$ cat config.mk
export PLATFORM = sky130hd
export DESIGN_NAME = mm3_ctrl
export DESIGN_NICKNAME = d
export VERILOG_FILES = /design/src/rtl/mm3_pkg.sv /design/src/rtl/mm3_ctrl.sv
export SDC_FILE = /design/constraint.sdc
export NUM_CORES = 1
export LEC_CHECK = 0
export CORE_AREA = 2 2 39 41
export CTS_CLUSTER_SIZE = 12
export DETAILED_ROUTE_END_ITERATION = 7
export DIE_AREA = 0 0 41 43
export DONT_BUFFER_PORTS = 1
export GPL_ROUTABILITY_DRIVEN = 0
export GPL_TIMING_DRIVEN = 0
export PLACE_DENSITY_LB_ADDON = 0.12
export RECOVER_POWER = 100
export REMOVE_ABC_BUFFERS = 1
export SLEW_MARGIN = 10
export SYNTH_ARGS = -nofsm -noshare
export SYNTH_HDL_FRONTEND = slang
export SYNTH_SLANG_ARGS = --single-unit
$ cat constraint.sdc
create_clock -name clk -period 1.3 [get_ports clk]
set_clock_uncertainty 0.05 [all_clocks]
set_input_delay 0.13 -clock clk [delete_from_list [all_inputs] [get_ports clk]]
set_output_delay 0.13 -clock clk [all_outputs]
set_load 0.02 [all_outputs]
$ cat src/rtl/mm3_pkg.sv
// Package for the MurmurHash3 x86_128 stream hash: channel payload types,
// datapath command codes, mixing constants and small helper functions.
// Depends on nothing; every other file of the block imports it.
package mm3_pkg;

    typedef struct packed {
        logic [63:0] block_high;
        logic [63:0] block_low;
        logic [4:0]  byte_count;
        logic        last;
    } in_item_t;

    typedef struct packed {
        logic [63:0] digest_high;
        logic [63:0] digest_low;
    } out_item_t;

    localparam int unsigned CFG_IDX_W = 1;
    localparam logic [CFG_IDX_W-1:0] REG_SEED_LOW  = 1'd0;
    localparam logic [CFG_IDX_W-1:0] REG_SEED_HIGH = 1'd1;

    localparam int unsigned OP_W = 4;
    localparam logic [OP_W-1:0] OP_IDLE   = 4'd0;
    localparam logic [OP_W-1:0] OP_LOAD   = 4'd1;
    localparam logic [OP_W-1:0] OP_KEY1   = 4'd2;
    localparam logic [OP_W-1:0] OP_KEY2   = 4'd3;
    localparam logic [OP_W-1:0] OP_BODY_A = 4'd4;
    localparam logic [OP_W-1:0] OP_BODY_B = 4'd5;
    localparam logic [OP_W-1:0] OP_PART   = 4'd6;
    localparam logic [OP_W-1:0] OP_FIN1   = 4'd7;
    localparam logic [OP_W-1:0] OP_FIN2   = 4'd8;
    localparam logic [OP_W-1:0] OP_FIN3   = 4'd9;
    localparam logic [OP_W-1:0] OP_FIN4   = 4'd10;
    localparam logic [OP_W-1:0] OP_FIN5   = 4'd11;
    localparam logic [OP_W-1:0] OP_FIN6   = 4'd12;

    typedef struct packed {
        logic [OP_W-1:0] op;
    } dp_cmd_t;

    typedef struct packed {
        logic full_block;
        logic last_block;
    } dp_status_t;

    localparam logic [4:0] FULL_COUNT = 5'd16;

    localparam logic [31:0] KEY_MA [4] = '{32'h239b961b, 32'hab0e9789,
                                           32'h38b34ae5, 32'ha1e38b93};
    localparam logic [31:0] KEY_MB [4] = '{32'hab0e9789, 32'h38b34ae5,
                                           32'ha1e38b93, 32'h239b961b};
    localparam logic [4:0]  KEY_ROT [4]  = '{5'd15, 5'd16, 5'd17, 5'd18};
    localparam logic [4:0]  LANE_ROT [4] = '{5'd19, 5'd17, 5'd15, 5'd13};
    localparam logic [31:0] LANE_N [4] = '{32'h561ccd1b, 32'h0bcaa747,
                                           32'h96cd1c35, 32'h32ac3b17};
    localparam logic [31:0] FMIX_M1 = 32'h85ebca6b;
    localparam logic [31:0] FMIX_M2 = 32'hc2b2ae35;

    function automatic logic [31:0] rotl32(input logic [31:0] x, input logic [4:0] r);
        rotl32 = (x << r) | (x >> (6'd32 - {1'b0, r}));
    endfunction

    function automatic logic [31:0] times5(input logic [31:0] x);
        times5 = (x << 2) + x;
    endfunction

endpackage

$ cat src/rtl/mm3_ctrl.sv
// Controller of the MurmurHash3 x86_128 stream hash: sequences key mixing,
// lane updates and finalization, and owns both channel handshakes.
// Depends on mm3_pkg.
module mm3_ctrl
    import mm3_pkg::*;
(
    input  logic       clk,
    input  logic       rst_n,
    input  logic       in_valid,
    output logic       in_ready,
    output logic       out_valid,
    input  logic       out_ready,
    input  dp_status_t status,
    output dp_cmd_t    cmd
);

    localparam logic [3:0] S_IDLE   = 4'd0;
    localparam logic [3:0] S_KEY1   = 4'd1;
    localparam logic [3:0] S_KEY2   = 4'd2;
    localparam logic [3:0] S_BODY_A = 4'd3;
    localparam logic [3:0] S_BODY_B = 4'd4;
    localparam logic [3:0] S_PART   = 4'd5;
    localparam logic [3:0] S_FIN1   = 4'd6;
    localparam logic [3:0] S_FIN2   = 4'd7;
    localparam logic [3:0] S_FIN3   = 4'd8;
    localparam logic [3:0] S_FIN4   = 4'd9;
    localparam logic [3:0] S_FIN5   = 4'd10;
    localparam logic [3:0] S_FIN6   = 4'd11;

    logic [3:0] state_reg, state_next;
    logic       out_valid_reg, out_valid_next;
    logic       slot_free;

    assign slot_free = !out_valid_reg || out_ready;
    assign in_ready  = (state_reg == S_IDLE);
    assign out_valid = out_valid_reg;

    always_comb
    begin
        state_next = state_reg;
        cmd.op     = OP_IDLE;
        case (state_reg)
            S_IDLE:
            begin
                if (in_valid)
                begin
                    cmd.op     = OP_LOAD;
                    state_next = S_KEY1;
                end
            end
            S_KEY1:
            begin
                cmd.op     = OP_KEY1;
                state_next = S_KEY2;
            end
            S_KEY2:
            begin
                cmd.op     = OP_KEY2;
                state_next = status.full_block ? S_BODY_A : S_PART;
            end
            S_BODY_A:
            begin
                cmd.op     = OP_BODY_A;
                state_next = S_BODY_B;
            end
            S_BODY_B:
            begin
                cmd.op     = OP_BODY_B;
                state_next = status.last_block ? S_FIN1 : S_IDLE;
            end
            S_PART:
            begin
                cmd.op     = OP_PART;
                state_next = status.last_block ? S_FIN1 : S_IDLE;
            end
            S_FIN1:
            begin
                cmd.op     = OP_FIN1;
                state_next = S_FIN2;
            end
            S_FIN2:
            begin
                cmd.op     = OP_FIN2;
                state_next = S_FIN3;
            end
            S_FIN3:
            begin
                cmd.op     = OP_FIN3;
                state_next = S_FIN4;
            end
            S_FIN4:
            begin
                cmd.op     = OP_FIN4;
                state_next = S_FIN5;
            end
            S_FIN5:
            begin
                cmd.op     = OP_FIN5;
                state_next = S_FIN6;
            end
            S_FIN6:
            begin
                if (slot_free)
                begin
                    cmd.op     = OP_FIN6;
                    state_next = S_IDLE;
                end
            end
            default:
            begin
                state_next = S_IDLE;
            end
        endcase
    end

    always_comb
    begin
        out_valid_next = out_valid_reg && !out_ready;
        if (cmd.op == OP_FIN6)
        begin
            out_valid_next = 1'b1;
        end
    end

    always_ff @(posedge clk or negedge rst_n)
    begin
        if (!rst_n)
        begin
            state_reg     <= S_IDLE;
            out_valid_reg <= 1'b0;
        end
        else
        begin
            state_reg     <= state_next;
            out_valid_reg <= out_valid_next;
        end
    end

`ifndef SYNTHESIS
    a_digest_waits_for_slot: assert property (@(posedge clk) disable iff (!rst_n)
        (cmd.op == OP_FIN6) |-> (!out_valid_reg || out_ready))
        else $error("Digest written while the output register is still occupied.");

    a_digest_shows_valid: assert property (@(posedge clk) disable iff (!rst_n)
        (cmd.op == OP_FIN6) |=> out_valid_reg)
        else $error("Digest written but no output transaction offered.");

    a_stall_holds_final: assert property (@(posedge clk) disable iff (!rst_n)
        (state_reg == S_FIN6 && out_valid_reg && !out_ready) |=> (state_reg == S_FIN6))
        else $error("Finalization left while the output was stalled.");
`endif

endmodule

==> impl_metrics.json <==
{
  "outcome": "finished, violations left",
  "p_leak_nw": 0.2633,
  "ff2ff_path_depth": 5,
  "fmax_ghz": 0.6824,
  "vias": 389,
  "pwr_density_cell_mw_per_mm2": 2914,
  "grt_pass1_wl_mm": 1.835,
  "ir_worst_vdd_mv": 1.363,
  "r2r_start": "state_reg[1]",
  "layout_common_cells": "buf_4, buf_6, dfrtp_2",
  "core_mm2": 0.001384,
  "largest_register_ff_count": 4,
  "layout_commonest_cell": "buf_4",
  "synth_cells": 43,
  "critPathLaunch": "out_valid",
  "cp.required_ns": 1.12,
  "vias_per_cell": 5.118,
  "cts_tree": "yes",
  "cts.sinks": 5,
  "clkLatencyLatePin_ns": 0.24,
  "critPathMaxStageDelay_ns": 0.45,
  "synth_top_area_share": 0.3344,
  "rr_endpoint": "state_reg[1]",
  "ant_nets": 0,
  "track_usage": 0.1594,
  "netlist_area_um2": 374.1,
  "violations": "setup timing",
  "crit_path_end_kind": "output pin",
  "cts-buffers-inserted": 3,
  "die_area_mm2": 0.001763,
  "placement.setup.worst_slack_ns": -0.2640,
  "antenna_found_initial": 0,
  "wl_per_cell_um": 15.11,
  "avgSynthCellArea_um2": 8.700,
  "slew_headroom": 0.7479,
  "grt_max_degree": 9,
  "hold_path_class": "in -> reg",
  "maxCapViolCount": 0,
  "grt_pass1_vias": 397,
  "synth_flop_cell": "dfrtp_1",
  "clockBufferDepth": 2,
  "async_flop_share": 1.000,
  "cp_num_cells": 3,
  "clkTransAtPathRegs_ns": 0.05,
  "finalHoldViolations": 0,
  "worstSetupStartpointType": "flip-flop",
  "placed_area_um2": 365.4,
  "final_nets": 67,
  "num_rows": 14,
  "crit_path_end": "cmd[2]",
  "cp_cell_sequence": "nor2b_4 -> or3_4 -> o21ai_4",
  "rrSetupSlack_ns": 0.02,
  "start_util": 0.2703,
  "synth-seq-area-share": 0.3344,
  "synth_area_leaders": "dfrtp_1, nor2b_1, o21ai_0",
  "worst_slack_ns": -0.1654,
  "gr-total-overflow": 0,
  "antenna_cells": 0,
  "drive_gt1_frac": 0.7167,
  "arrival_ns": 1.29,
  "die_w_um": 41,
  "ys_ff_latch": 5,
  "cp_top_family": "simple AND/OR/NAND/NOR gates",
  "power_w": 0.002027,
  "synth_edf_count": 0,
  "die_h_um": 43,
  "ys_types": 25,
  "synth_area_leader_cell": "dfrtp_1",
  "critical_path_class": "reg -> out",
  "first_pass_iters": 4,
  "drc_errors": 0,
  "wirelength_mm": 1.148,
  "ys.warnings.count": 0,
  "rsz0062_at_grt": "true",
  "cp_max_fo": 3,
  "worst_pin_slew_ns": 0.3754,
  "drv_slew": 0,
  "final_area_um2": 695.7,
  "period_share": 1.127,
  "period_needed_ns": 1.465,
  "drt_iter0_markers": 5,
  "syn_to_final_growth_pct": 85.95,
  "critPathBufInv": 0,
  "htreeDepth": 1,
  "setup_violations": 5,
  "root_buffer": "clkbuf_4",
  "io_pins": 12,
  "portBuffers": 0,
  "crit_slowest_cell": "dfrtp_2"
}
## synthesized netlist by cell type (2+ instances only)
| cell | count |
|---|---|
| a21oi_1 | 2 |
| buf_2 | 2 |
| dfrtp_1 | 5 |
| nand2b_1 | 3 |
| nand3_1 | 2 |
| nor2_1 | 2 |
| nor2b_1 | 4 |
| nor4_1 | 2 |
| o21ai_0 | 5 |
## worst register-to-register path, stage by stage (launching register included)
cell,delay [ns]
dfrtp_2,0.43
buf_6,0.14
and2b_4,0.18
buf_6,0.12
o21ai_2,0.12
o221ai_2,0.11
## worst min-delay path by stage
stage | cells after the start | slack [ns] | endpoint | start
floorplan | 0 | -0.22 | out_valid | rst_n
global placement | 0 | -0.22 | out_valid | rst_n
detailed placement | 0 | -0.22 | out_valid | rst_n
CTS | 2 | 0.06 | out_valid | out_ready
global route | 2 | 0.05 | out_valid | out_ready
finish | 2 | 0.05 | out_valid | out_ready
## per-layer routing
metal / part of all wire / GRT usage
met4: 0 / 0.04000
met5: 0 / 0
met2: 0.58 / 0.2500
met1: 0.38 / 0.1928
met3: 0.040 / 0.06806
## layout make-up
type	count	area, um^2
Clock buffer	4	26.28
Fill cell	140	688.2
Inverter	1	3.754
Multi-Input combinational cell	33	349.1
Sequential cell	5	131.4
Tap cell	16	20.02
Timing Repair Buffer	17	165.2
## where the power goes
group / internal, W / switching [W]
logic: 0.000770 / 0.000660
registers: 0.000234 / 0.000180
clock network: 0.000116 / 0.0000671
## logic make-up (layout without fill, tap and decap cells)
| group | after synthesis | count (layout) | share of synthesized area |
|---|---|---|---|
| AO/OA/AOI/OAI | 15 | 15 | 0.2809 |
| XOR/XNOR | 1 | 1 | 0.02342 |
| buffers and inverters | 5 | 22 | 0.08695 |
| flip-flops | 5 | 5 | 0.3344 |
| AND/OR/NAND/NOR | 17 | 17 | 0.2743 |
## metrics by stage
| stage | util | cells | TNS (ns) | hold slack (ns) |
|---|---|---|---|---|
| after detailed placement | 0.2640 | 55 | -0.8812 | -0.2154 |
| after floorplan | - | 39 | -0.2669 | -0.2156 |
| final | 0.5027 | 76 | -0.5155 | 0.05268 |
| after global placement | 0.2640 | 55 | -0.8570 | -0.2154 |
| after global routing | 0.5027 | 76 | -0.7318 | 0.05263 |
| after CTS | 0.4530 | 71 | -0.4385 | 0.05794 |
## repair_timing
| action | 4_1_cts | 5_1_grt |
|---|---|---|
| pin swaps | 4 | 7 |
| hold buffers | 1 | 0 |
| buffers inserted | 11 | 5 |
| resized for setup | 33 | 5 |
| cloned | 0 | 0 |
| endpoints found under the hold margin | 5 | 0 |
| setup endpoints to repair | 6 | 7 |
Note: power is estimated with default switching activity, not from simulation.
